`src/hw/rtl/bdr_pkg.sv`:
```
// ----------------------------------------------------------------------------
// Button debounce package
// Shared widths, register indexes, defaults and item types of the debouncer.
// ----------------------------------------------------------------------------
package bdr_pkg;

	localparam int TIME_BITS = 32;
	localparam int ADC_BITS  = 10;
	localparam int MS_BITS   = 16;
	localparam int EN_BITS   = 5;
	localparam int CFG_W     = 16;
	localparam int CFG_ADDR_W = 3;

	// Sample values at or below this read as a low level in analog mode.
	localparam logic [ADC_BITS-1:0] ANALOG_LOW_MAX = ADC_BITS'(200);

	localparam logic [MS_BITS-1:0] DEBOUNCE_RST    = MS_BITS'(100);
	localparam logic [MS_BITS-1:0] REPEAT_RST      = MS_BITS'(300);
	localparam logic [MS_BITS-1:0] START_DELAY_RST = MS_BITS'(500);
	localparam logic [MS_BITS-1:0] CLICK_RST       = MS_BITS'(250);
	localparam logic [MS_BITS-1:0] LONG_PRESS_RST  = MS_BITS'(1000);
	localparam logic [EN_BITS-1:0] EVENT_EN_RST    = EN_BITS'(7);

	// Bit positions in the event enable mask.
	localparam int EN_REPEAT = 0;
	localparam int EN_DOWN   = 1;
	localparam int EN_UP     = 2;
	localparam int EN_CLICK  = 3;
	localparam int EN_LONG   = 4;

	localparam int IN_BITS  = TIME_BITS + 1 + ADC_BITS;
	localparam int IN_W     = ((IN_BITS + 7) / 8) * 8;
	localparam int OUT_BITS = 7 + TIME_BITS;
	localparam int OUT_W    = ((OUT_BITS + 7) / 8) * 8;

	typedef enum logic [CFG_ADDR_W-1:0] {
		REG_ANALOG_MODE = 3'd0,
		REG_DEBOUNCE    = 3'd1,
		REG_REPEAT      = 3'd2,
		REG_START_DELAY = 3'd3,
		REG_CLICK       = 3'd4,
		REG_LONG_PRESS  = 3'd5,
		REG_EVENT_EN    = 3'd6
	} bdr_reg_t;

	typedef struct packed {
		logic               analog_mode;
		logic [MS_BITS-1:0] debounce_ms;
		logic [MS_BITS-1:0] repeat_ms;
		logic [MS_BITS-1:0] start_delay_ms;
		logic [MS_BITS-1:0] click_ms;
		logic [MS_BITS-1:0] long_press_ms;
		logic [EN_BITS-1:0] event_enable;
	} bdr_cfg_t;

	typedef struct packed {
		logic [ADC_BITS-1:0]  analog_sample;
		logic                 raw_level;
		logic [TIME_BITS-1:0] now_ms;
	} bdr_in_t;

	typedef struct packed {
		logic [TIME_BITS-1:0] held_ms;
		logic                 is_pressed;
		logic                 key_up;
		logic                 key_long_press;
		logic                 key_click;
		logic [1:0]           repeat_count;
		logic                 key_down;
	} bdr_out_t;

endpackage

```
`src/hw/rtl/bdr_cfg.sv`:
```
// ----------------------------------------------------------------------------
// Button debounce configuration registers
// Holds the mode, timing and enable registers written through the write port.
// ----------------------------------------------------------------------------
module bdr_cfg (
	input  logic                         clk,
	input  logic                         arst_n,
	input  logic                         cfg_we,
	input  logic [bdr_pkg::CFG_ADDR_W-1:0] cfg_addr,
	input  logic [bdr_pkg::CFG_W-1:0]    cfg_data,
	output bdr_pkg::bdr_cfg_t            cfg
);
	import bdr_pkg::*;

	bdr_cfg_t cfg_q;

	always_ff @(posedge clk or negedge arst_n) begin
		if (!arst_n) begin
			cfg_q.analog_mode    <= 1'b0;
			cfg_q.debounce_ms    <= DEBOUNCE_RST;
			cfg_q.repeat_ms      <= REPEAT_RST;
			cfg_q.start_delay_ms <= START_DELAY_RST;
			cfg_q.click_ms       <= CLICK_RST;
			cfg_q.long_press_ms  <= LONG_PRESS_RST;
			cfg_q.event_enable   <= EVENT_EN_RST;
		end else if (cfg_we) begin
			unique case (bdr_reg_t'(cfg_addr))
				REG_ANALOG_MODE: cfg_q.analog_mode    <= cfg_data[0];
				REG_DEBOUNCE:    cfg_q.debounce_ms    <= cfg_data[MS_BITS-1:0];
				REG_REPEAT:      cfg_q.repeat_ms      <= cfg_data[MS_BITS-1:0];
				REG_START_DELAY: cfg_q.start_delay_ms <= cfg_data[MS_BITS-1:0];
				REG_CLICK:       cfg_q.click_ms       <= cfg_data[MS_BITS-1:0];
				REG_LONG_PRESS:  cfg_q.long_press_ms  <= cfg_data[MS_BITS-1:0];
				REG_EVENT_EN:    cfg_q.event_enable   <= cfg_data[EN_BITS-1:0];
				default: begin
					// Unknown indexes are dropped.
				end
			endcase
		end
	end

	assign cfg = cfg_q;

endmodule

```
`src/hw/rtl/bdr_core.sv`:
```
// ----------------------------------------------------------------------------
// Button debounce event core
// Debounce state and the per-poll event decision, one poll per step.
// ----------------------------------------------------------------------------
module bdr_core (
	input  logic               clk,
	input  logic               arst_n,
	input  logic               step,
	input  bdr_pkg::bdr_in_t   poll,
	input  bdr_pkg::bdr_cfg_t  cfg,
	output bdr_pkg::bdr_out_t  result
);
	import bdr_pkg::*;

	logic                 stable_level_q;
	logic [TIME_BITS-1:0] change_time_q;
	logic                 held_q;
	logic [TIME_BITS-1:0] press_time_q;
	logic [TIME_BITS-1:0] last_rep_q;

	logic                 level;
	logic                 accepted;
	logic                 changed;
	logic                 new_press;
	logic                 release_ev;
	logic                 rep_en;
	logic                 rep_timed;
	logic                 rep_tick;
	logic [TIME_BITS-1:0] since_change;
	logic [TIME_BITS-1:0] since_press;
	logic [TIME_BITS-1:0] since_press_new;
	logic [TIME_BITS-1:0] since_rep;
	logic [TIME_BITS-1:0] press_time_d;
	logic [TIME_BITS-1:0] last_rep_d;
	logic                 held_d;
	logic [1:0]           reps;

	always_comb begin
		level = cfg.analog_mode ? (poll.analog_sample > ANALOG_LOW_MAX) : poll.raw_level;

		since_change = poll.now_ms - change_time_q;
		changed      = (level != stable_level_q);
		accepted     = !changed || (since_change >= TIME_BITS'(cfg.debounce_ms));

		new_press  = accepted && !level && !held_q;
		release_ev = accepted && level && held_q;

		since_press     = poll.now_ms - press_time_q;
		// A fresh press starts its hold time at this poll.
		since_press_new = new_press ? '0 : since_press;
		since_rep       = poll.now_ms - last_rep_q;

		rep_en    = cfg.event_enable[EN_REPEAT];
		rep_timed = accepted && !level && rep_en && (cfg.repeat_ms != '0);
		rep_tick  = rep_timed && (since_press_new >= TIME_BITS'(cfg.start_delay_ms))
			&& (since_rep > TIME_BITS'(cfg.repeat_ms));

		reps = 2'((new_press && rep_en) ? 1 : 0) + 2'(rep_tick ? 1 : 0);

		press_time_d = new_press ? poll.now_ms : press_time_q;
		held_d       = accepted ? !level : held_q;

		priority if (accepted && level) begin
			last_rep_d = '0;
		end else if (rep_timed && (since_press_new < TIME_BITS'(cfg.start_delay_ms))) begin
			last_rep_d = poll.now_ms;
		end else if (rep_tick) begin
			last_rep_d = poll.now_ms;
		end else begin
			last_rep_d = last_rep_q;
		end

		result.key_down       = new_press && cfg.event_enable[EN_DOWN];
		result.repeat_count   = reps;
		result.key_click      = release_ev && cfg.event_enable[EN_CLICK]
			&& (since_press <= TIME_BITS'(cfg.click_ms));
		result.key_long_press = release_ev && cfg.event_enable[EN_LONG]
			&& (since_press >= TIME_BITS'(cfg.long_press_ms));
		result.key_up         = release_ev && cfg.event_enable[EN_UP];
		result.is_pressed     = held_d;
		result.held_ms        = held_d ? since_press_new : '0;
	end

	always_ff @(posedge clk or negedge arst_n) begin
		if (!arst_n) begin
			stable_level_q <= 1'b1;
			change_time_q  <= '0;
			held_q         <= 1'b0;
			press_time_q   <= '0;
			last_rep_q     <= '0;
		end else if (step) begin
			if (accepted && changed) begin
				stable_level_q <= level;
				change_time_q  <= poll.now_ms;
			end
			held_q       <= held_d;
			press_time_q <= press_time_d;
			last_rep_q   <= last_rep_d;
		end
	end

endmodule

```
`src/hw/rtl/button_debounce_repeat_events.sv`:
```
// ----------------------------------------------------------------------------
// Button debounce with auto-repeat events
// Top level: poll input register, event core and result register.
// ----------------------------------------------------------------------------
// Each request on the slave stream is one poll of the button: the time in
// milliseconds, the digital pin level and an analog sample. Each poll gives
// exactly one result request on the master stream with the key down, repeat,
// click, long press and key up events, the held flag and the hold time.
// The configuration port writes one register per cycle while cfg_we is high;
// it is meant to be written while no poll is in flight.
// A poll is taken into the input register and evaluated against the debounce
// state when it advances, landing in the result register at that edge, from
// which the result is offered. One poll per cycle is taken back to back while
// the receiver does not stall.
// When the receiver stalls, the held result waits and one further poll waits
// in the input register; s_tready falls only when both are full.
// Reset clears both stages, restores the register defaults and returns the
// button to the released state.
// ----------------------------------------------------------------------------
module button_debounce_repeat_events (
	input  logic                           clk,
	input  logic                           arst_n,
	input  logic                           s_tvalid,
	output logic                           s_tready,
	// now_ms[31:0], raw_level[32], analog_sample[42:33], zero fill
	input  logic [bdr_pkg::IN_W-1:0]       s_tdata,
	output logic                           m_tvalid,
	input  logic                           m_tready,
	// key_down[0], repeat_count[2:1], key_click[3], key_long_press[4],
	// key_up[5], is_pressed[6], held_ms[38:7], zero fill
	output logic [bdr_pkg::OUT_W-1:0]      m_tdata,
	input  logic                           cfg_we,
	input  logic [bdr_pkg::CFG_ADDR_W-1:0] cfg_addr,
	input  logic [bdr_pkg::CFG_W-1:0]      cfg_data
);
	import bdr_pkg::*;

	bdr_cfg_t cfg;
	bdr_in_t  poll_s1;
	logic     valid_s1;
	bdr_out_t result;
	bdr_out_t result_s2;
	logic     valid_s2;
	logic     advance;

	bdr_cfg u_cfg (
		.clk      (clk),
		.arst_n   (arst_n),
		.cfg_we   (cfg_we),
		.cfg_addr (cfg_addr),
		.cfg_data (cfg_data),
		.cfg      (cfg)
	);

	assign advance  = valid_s1 && (!valid_s2 || m_tready);
	assign s_tready = !valid_s1 || advance;

	always_ff @(posedge clk or negedge arst_n) begin
		if (!arst_n) begin
			valid_s1 <= 1'b0;
			valid_s2 <= 1'b0;
		end else begin
			if (s_tready) begin
				valid_s1 <= s_tvalid;
			end
			if (advance) begin
				valid_s2 <= 1'b1;
			end else if (m_tready) begin
				valid_s2 <= 1'b0;
			end
		end
	end

	always_ff @(posedge clk) begin
		if (s_tvalid && s_tready) begin
			poll_s1 <= bdr_in_t'(s_tdata[IN_BITS-1:0]);
		end
		if (advance) begin
			result_s2 <= result;
		end
	end

	bdr_core u_core (
		.clk    (clk),
		.arst_n (arst_n),
		.step   (advance),
		.poll   (poll_s1),
		.cfg    (cfg),
		.result (result)
	);

	assign m_tvalid = valid_s2;
	assign m_tdata  = {(OUT_W - OUT_BITS)'(0), result_s2};

endmodule
```
`config.mk`:
```
export PLATFORM = sky130hd
export DESIGN_NAME = button_debounce_repeat_events
export DESIGN_NICKNAME = d
export VERILOG_FILES = /design/src/hw/rtl/bdr_pkg.sv /design/src/hw/rtl/bdr_cfg.sv /design/src/hw/rtl/bdr_core.sv /design/src/hw/rtl/button_debounce_repeat_events.sv
export SDC_FILE = /design/constraint.sdc
export NUM_CORES = 1
export LEC_CHECK = 0
export ABC_AREA = 0
export BUFFER_PORTS_ARGS = -buffer_cell sky130_fd_sc_hd__buf_2
export CAP_MARGIN = 20
export CORE_ASPECT_RATIO = 0.7
export CORE_MARGIN = 4
export CORE_UTILIZATION = 65
export DETAILED_ROUTE_END_ITERATION = 12
export GPL_TIMING_DRIVEN = 0
export PLACE_DENSITY = 0.84
export SLEW_MARGIN = 20
export SYNTH_ARGS = -nofsm -noshare
export SYNTH_HDL_FRONTEND = slang
export SYNTH_HIERARCHICAL = 1
export SYNTH_SLANG_ARGS = --single-unit
```
`constraint.sdc`:
```
create_clock -name clk -period 20.6 [get_ports clk]
set_input_delay 1.03 -clock clk [delete_from_list [all_inputs] [get_ports clk]]
set_output_delay 1.03 -clock clk [all_outputs]
set_load 0.05 [all_outputs]
```
==> results of run 1 <==
-- final cells by class --
class | instances | area [µm²] | share of cell area
multi-input combinational | 1280 | 10080 | 0.4942
sequential | 268 | 7153 | 0.3507
clock buffer | 43 | 862.1 | 0.04226
inverter | 205 | 769.5 | 0.03773
timing repair buffer | 109 | 593.1 | 0.02908
tap | 371 | 464.2 | 0.02276
buffer | 62 | 414.1 | 0.02030
clock inverter | 6 | 61.31 | 0.003006
-- path summary, 6_finish.rpt --
| kind | slack (ns) | to | cells past startpoint | startpoint |
|---|---|---|---|---|
| worst max register to register | 11.49 | u_core/last_rep_q[10] | 35 | poll_s1[0] |
| worst max-delay path | 11.49 | u_core/last_rep_q[10] | 35 | poll_s1[0] |
| min in group clk | 0.50 | u_core/last_rep_q[20] | 1 | u_core/last_rep_q[20] |
| max in group asynchronous | 19.18 | u_core/change_time_q[12] | 2 | arst_n |
| worst min-delay path | 0.46 | u_cfg/cfg[15] | 1 | arst_n |
| worst min register to register | 0.50 | u_core/last_rep_q[20] | 1 | u_core/last_rep_q[20] |
-- metal layers --
layer / GRT usage / vias to the layer above / part of all wire
met1: 0.4588 / 7147 / 0.46
met3: 0.04625 / 93 / 0.078
met5: 0 / - / 0
met4: 0.06945 / 0 / 0.024
met2: 0.4649 / 604 / 0.44
li1: - / 6882 / -
-- cell usage after synthesis (11+ instances only) --
library cell,n
nand2_1,96
inv_1,205
o21a_1,24
a21oi_1,116
buf_6,12
a21o_1,50
dfrtp_1,157
or3_1,12
o211ai_1,22
nor2_1,116
edfxtp_1,82
xnor2_1,39
nand4_1,35
mux2_4,30
and3_1,15
a211oi_1,20
nand3_1,24
nand2b_1,19
mux2i_1,11
ha_1,174
and2_1,11
dfstp_2,29
mux2_2,120
nor4_1,12
nor3_1,22
clkbuf_1,25
a22o_1,32
buf_2,16
xor2_1,20
nor2b_1,12
o21ai_0,74
-- critical path, delay by kind of cell (launching register included) --
| family | cells | cell delay [ns] |
|---|---|---|
| AO/OA/AOI/OAI | 14 | 3.21 |
| XOR/XNOR | 1 | 0.18 |
| adder cells (fa/ha/maj) | 4 | 1.06 |
| buffers and inverters | 3 | 0.82 |
| flip-flops | 1 | 0.54 |
| AND/OR/NAND/NOR | 13 | 3.13 |
-- logic make-up after synthesis --
group                    count (synthesis)  synth area share
XOR/XNOR                                60           0.02894
buffers and inverters                  267           0.06428
flip-flops                             268            0.3884
AO/OA/AOI/OAI                          457            0.1733
AND/OR/NAND/NOR                        424            0.1196
multiplexers                           161            0.1038
adder cells (fa/ha/maj)                177            0.1215
other                                    1         0.0002036
-- through the flow --
| stage | setup slack, ns | util |
|---|---|---|
| 3_3_place_gp | 11.80 | 0.6962 |
| 2_1_floorplan | 13.67 | - |
| 4_1_cts | 11.64 | 0.7315 |
| 6_report | 11.49 | 0.7315 |
| 3_5_place_dp | 11.69 | 0.6983 |
| 5_1_grt | 11.07 | 0.7315 |
-- registers in the layout, summed over array words and instances, names as in the netlist --
signal,count
u_core/press_time_q,32
m_tdata,39
valid_s1,1
m_tvalid,1
u_core/change_time_q,32
u_core/last_rep_q,32
u_core/held_q,1
poll_s1,43
u_cfg/cfg,86
u_core/stable_level_q,1
-- power breakdown --
group | switching [µW] | total (µW) | internal (µW)
logic | 1080 | 1830 | 744
registers | 85.3 | 793 | 708
clock network | 204 | 503 | 299
==> summary.txt, run 1 <==
Critical path
  – Crit Path Max Fanout: 10
  – Slowest cell on the critical path: nor4b_2
  – Arr. time, crit path: 9.52 ns
  – Worst stage delay on the critical path: 0.57 ns
  – WS Path Type: reg2reg
  – Most common cell on crit path: nor2_1
  – CP Data Required Time: 21.01 ns
  – CP startpoint kind: flop
  – Crit end category: flop

STA
  – Final setup vio count: 0
  – Relative slew slack: 0.3283
  – Final Cycle Share: 0.4421
  – Worst-Margin Slew: 0.9984 ns
  – Highest clock rate: 0.1098 GHz
  – Slew Limit Fails: 0
  – Endpoints failing hold: 0
  – Skew final: 0.01898 ns
  – RSZ-0062 raised after global routing: false
  – Setup TNS: 0 ns
  – Min Clock Period, post-route: 9.108 ns
  – Final Hold Slack: 0.4617 ns

Clock tree
  – Cts-stage hold buffer count: 0
  – CTS resizes: 0
  – Clock Tree Root: clkbuf_16
  – CTS tree: done
  – Worst skew pair latency: 0.55 ns
  – Num CTS Buffers: 27
  – H-Tree Depth: 1
  – Clock sinks: 268
  – Worst-path clk slew: 0.06 ns
  – Clock tree buffer depth: 3
  – Setup Fix Bufs, Post-CTS: 0

Place
  – # port buffers: 107
  – GPL Wtd Cong: 0.9424
  – Placed Cells: 2,295
  – Area after DPL: 19,470 µm²
  – DP HPWL: 37,010 µm

Synth
  – Post-synth ARST share: 0.6940
  – Sequential area share after synthesis: 0.3884
  – Post-Syn Area: 18,420 µm²
  – Syn_nets: 2,064
  – Synth top area share: 0.2133
  – Gate Count Post-Synth: 1,815
  – Main synth FF type: dfrtp_1
  – Yosys reg bits: 268
  – Cell variety after synth: 100
  – Number of synthesized flops with an enable pin: 82
  – Mean Syn Cell Area: 10.15 µm²
  – Top post-synthesis cells by area: dfrtp_1 (21%), edfxtp_1 (13%), ha_1 (12%)
  – Area leader, netlist: dfrtp_1
  – Yosys warning total: 6

Power
  – Pleak: 0.009325 µW
  – Pwr dens: 153.1 nW/µm²
  – Max VDD drop: 0.00009031 V
  – Total power draw: 3122 µW

Status
  – Status: finished clean

Final layout
  – Final instance area: 20,400 µm²
  – # fillers: 1,999
  – # diodes: 0
  – Most frequent cells in the layout: inv_1 (205), ha_1 (174), dfrtp_1 (157)
  – Most common library cell in the layout ignoring fill and taps: inv_1
  – Layout cell share with drive strength beyond 1: 0.2058
  – Area delta synth->final: 10.76%
  – Number of nets in the layout: 2,202
  – Final cell count without fillers: 2,344

Global route
  – GR Util All Layers: 0.3031
  – Antenna violations before repair: 1
  – GRT overflow: 0
  – Largest net degree at the start of global routing: 102
  – Vias in the first global route: 14,075
  – First-pass GRT wire length: 75,840 µm

Floorplanning
  – Die Ht: 148.8 µm
  – Site Rows: 51
  – Die area: 31,130 µm²
  – Die extent in x: 209.2 µm
  – # IOs: 114
  – Initial core utilization: 0.6604
  – Core Region: 27,890 µm²

Min path
  – Min-Delay Path Class: in2async

Routing
  – Drt drc: 0
  – WL final: 48,060 µm
  – DR vias: 14,726
  – Drt wl/cell: 20.50 µm
  – Vias per cell: 6.282
  – DR pass1 iterations: 5
  – Final ANT Viol Nets: 0
  – First DRT Iteration DRCs: 1,327

Run
  – Maxcap violations: 0
Note: power is estimated with default switching activity, not from simulation.
==> run 2: changes to the inputs <==
Settings changed: CORE_UTILIZATION 65 to 56, PLACE_DENSITY 0.84 to 0.77.
Clock period 20.6 ns to 7.7 ns, I/O delays scaled along.
==> summary.txt, run 2 (synthesis results as in run 1) <==
Floorplanning
  – Initial core utilization: 0.5694 (was 0.6604)
  – Die area: 35,900 µm² (was 31,130 µm²)
  – Die Ht: 159.7 µm (was 148.8 µm)
  – Site Rows: 55 (was 51)
  – # IOs: 114 (unchanged)
  – Die extent in x: 224.7 µm (was 209.2 µm)
  – Core Region: 32,340 µm² (was 27,890 µm²)

Min path
  – Hold EP: valid_s1
  – Min-Delay Path Depth: 2
  – Min-Delay Path Class: in2reg (was in2async)
  – Worst Min Path Start: s_tvalid

STA
  – Highest clock rate: 0.1342 GHz (was 0.1098 GHz)
  – Relative slew slack: 0.4406 (was 0.3283)
  – Slew Limit Fails: 0 (unchanged)
  – Endpoints failing hold: 0 (unchanged)
  – Setup TNS: 0 ns (unchanged)
  – Final setup vio count: 0 (unchanged)
  – Final Cycle Share: 0.9679 (was 0.4421)
  – Min Clock Period, post-route: 7.453 ns (was 9.108 ns)
  – Skew final: 0.02292 ns (was 0.01898 ns)
  – Worst-Margin Slew: 0.8353 ns (was 0.9984 ns)

Routing
  – DR WL met3: 3672 µm (was 3762 µm)
  – DR vias: 14,841 (was 14,726)
  – Met1 WL: 23,270 µm (was 22,160 µm)
  – Drt drc: 0 (unchanged)
  – DR pass1 iterations: 7 (was 5)
  – Met2 WL post-DR: 21,180 µm (was 21,000 µm)
  – Drt wl/cell: 19.84 µm (was 20.50 µm)
  – Vias per cell: 5.984 (was 6.282)
  – WL final: 49,210 µm (was 48,060 µm)
  – Highest metal used: met4 (unchanged)
  – Final ANT Viol Nets: 0 (unchanged)
  – First DRT Iteration DRCs: 1,314 (was 1,327)

Critical path
  – CP top delay family: compound AO/OA/AOI/OAI gates (unchanged)
  – FF-to-FF Start: poll_s1[1] (was poll_s1[0])
  – CP bufs+invs: 7 (was 3)
  – CP startpoint kind: flop (unchanged)
  – Crit Path Max Fanout: 10 (unchanged)
  – Crit end category: flop (unchanged)
  – Slowest cell on the critical path: edfxtp_1 (was nor4b_2)
  – CP Data Required Time: 8.14 ns (was 21.01 ns)
  – Worst stage delay on the critical path: 0.52 ns (was 0.57 ns)
  – RR Endpoint: u_core/last_rep_q[21] (was u_core/last_rep_q[10])
  – Most common cell on crit path: buf_4 (was nor2_1)
  – WS Path Type: reg2reg (unchanged)
  – Arr. time, crit path: 7.89 ns (was 9.52 ns)
  – Reg-to-reg slack, setup: 0.25 ns (was 11.49 ns)
  – Worst r2r path cells: 37 (was 35)

Final layout
  – # diodes: 0 (unchanged)
  – Flip-flop and latch area: 7153 µm² (unchanged)
  – Max reg flops: 86 (unchanged)
  – Most common library cell in the layout ignoring fill and taps: inv_1 (unchanged)
  – Final cell count without fillers: 2,480 (was 2,344)
  – Area delta synth->final: 15.59% (was 10.76%)
  – Most frequent cells in the layout: inv_1 (203), ha_1 (172), dfrtp_1 (157) (was inv_1 (205), ha_1 (174), dfrtp_1 (157))
  – Multi-input combinational cell area: 10,190 µm² (was 10,080 µm²)
  – Number of nets in the layout: 2,280 (was 2,202)
  – Layout cell share with drive strength beyond 1: 0.2260 (was 0.2058)
  – # fillers: 2,495 (was 1,999)
  – Final instance area: 21,290 µm² (was 20,400 µm²)

Power
  – Pwr dens: 396.1 nW/µm² (was 153.1 nW/µm²)
  – Pleak: 0.009686 µW (was 0.009325 µW)
  – Max VDD drop: 0.0002684 V (was 0.00009031 V)

Place
  – Area after DPL: 19,570 µm² (was 19,470 µm²)
  – # port buffers: 107 (unchanged)
  – Placed Cells: 2,352 (was 2,295)
  – GPL Wtd Cong: 0.9321 (was 0.9424)
  – DP HPWL: 36,970 µm (was 37,010 µm)

Global route
  – GR Util All Layers: 0.2709 (was 0.3031)
  – GRT overflow: 0 (unchanged)
  – Antenna violations before repair: 1 (unchanged)
  – First-pass GRT wire length: 78,820 µm (was 75,840 µm)
  – Vias in the first global route: 14,589 (was 14,075)
  – Largest net degree at the start of global routing: 93 (was 102)

Clock tree
  – Worst-path clk slew: 0.07 ns (was 0.06 ns)
  – CTS tree: done (unchanged)
  – H-Tree Depth: 1 (unchanged)
  – Clock tree buffer depth: 3 (unchanged)
  – Clock Tree Root: clkbuf_16 (unchanged)
  – Num CTS Buffers: 28 (was 27)
  – Worst skew pair latency: 0.56 ns (was 0.55 ns)
  – Clock sinks: 268 (unchanged)

Status
  – Status: finished clean (unchanged)

Run
  – Maxcap violations: 0 (unchanged)
run 2: changes by cell type in the layout (fill, tap and decap cells not counted), moves of 4 or more:
cell	before	now
o21ai_1	5	9
nor2_2	0	4
clkinv_2	2	6
nor2_1	116	110
a21oi_1	116	111
dlygate4sd3_1	0	44
buf_4	6	29
buf_6	12	20
o21ai_0	74	69
a21oi_2	2	7
run 2: through the flow:
| stage | utilization | hold slack, ns | worst slack [ns] | power, µW |
|---|---|---|---|---|
| after CTS | 0.6532 | 0.004790 | 0.001497 | 8300 |
| after global placement | 0.6024 | 0.4690 | -1.227 | 6720 |
| final | 0.6581 | 0.02563 | 0.2473 | 8432 |
| after detailed placement | 0.6051 | 0.2015 | -1.190 | 6856 |
| after floorplan | - | 0.08941 | 0.7651 | 5701 |
| after global routing | 0.6581 | 0.01474 | -0.04863 | 9109 |
run 2: layout make-up:
type	count	share of cell area
clock buffer	41	0.03856
multi-input combinational	1280	0.4788
timing repair buffer	186	0.06190
tap	427	0.02510
sequential	268	0.3361
clock inverter	11	0.002939
inverter	205	0.03615
buffer	62	0.02046
run 2: what timing repair did:
action                                  4_1_cts  5_1_grt
endpoints found under the setup margin       34       34
setup buffers                                18       10
resized for setup                            30       18
gates cloned                                  3        1
hold buffers                                 43        1
pin swaps                                     7       23
hold endpoints to repair                    128        1
run 2: worst max path at each step:
stage | from | endpoint | slack (ns) | depth (start not counted)
floorplan | poll_s1[2] | u_core/last_rep_q[10] | 0.77 | 33
global placement | poll_s1[7] | u_core/last_rep_q[22] | -1.23 | 33
detailed placement | poll_s1[7] | u_core/last_rep_q[1] | -1.19 | 33
CTS | poll_s1[0] | u_core/last_rep_q[19] | 0.001 | 36
global route | poll_s1[0] | u_core/last_rep_q[19] | -0.05 | 36
finish | poll_s1[1] | u_core/last_rep_q[21] | 0.25 | 37
run 2: metal layers:
metal,track usage,vias up
met5,0,-
met2,0.4060,510
li1,-,7035
met4,0.05873,0
met1,0.4159,7209
met3,0.04373,87
run 2: power by group:
part	switching, µW	total [µW]	internal (µW)
logic	2940	5020	2080
registers	213	2110	1890
clock network	571	1310	739
run 2: worst register-to-register path: cells and delay by family, from the launching register on:
kind	cells	cell delay, ns
buffers and inverters	7	1.18
and+or+nand+nor	12	1.84
AOI/OAI and AO/OA	14	2.88
xor gates and xnor gates	1	0.14
DFF	1	0.52
adders and majority gates	3	0.82
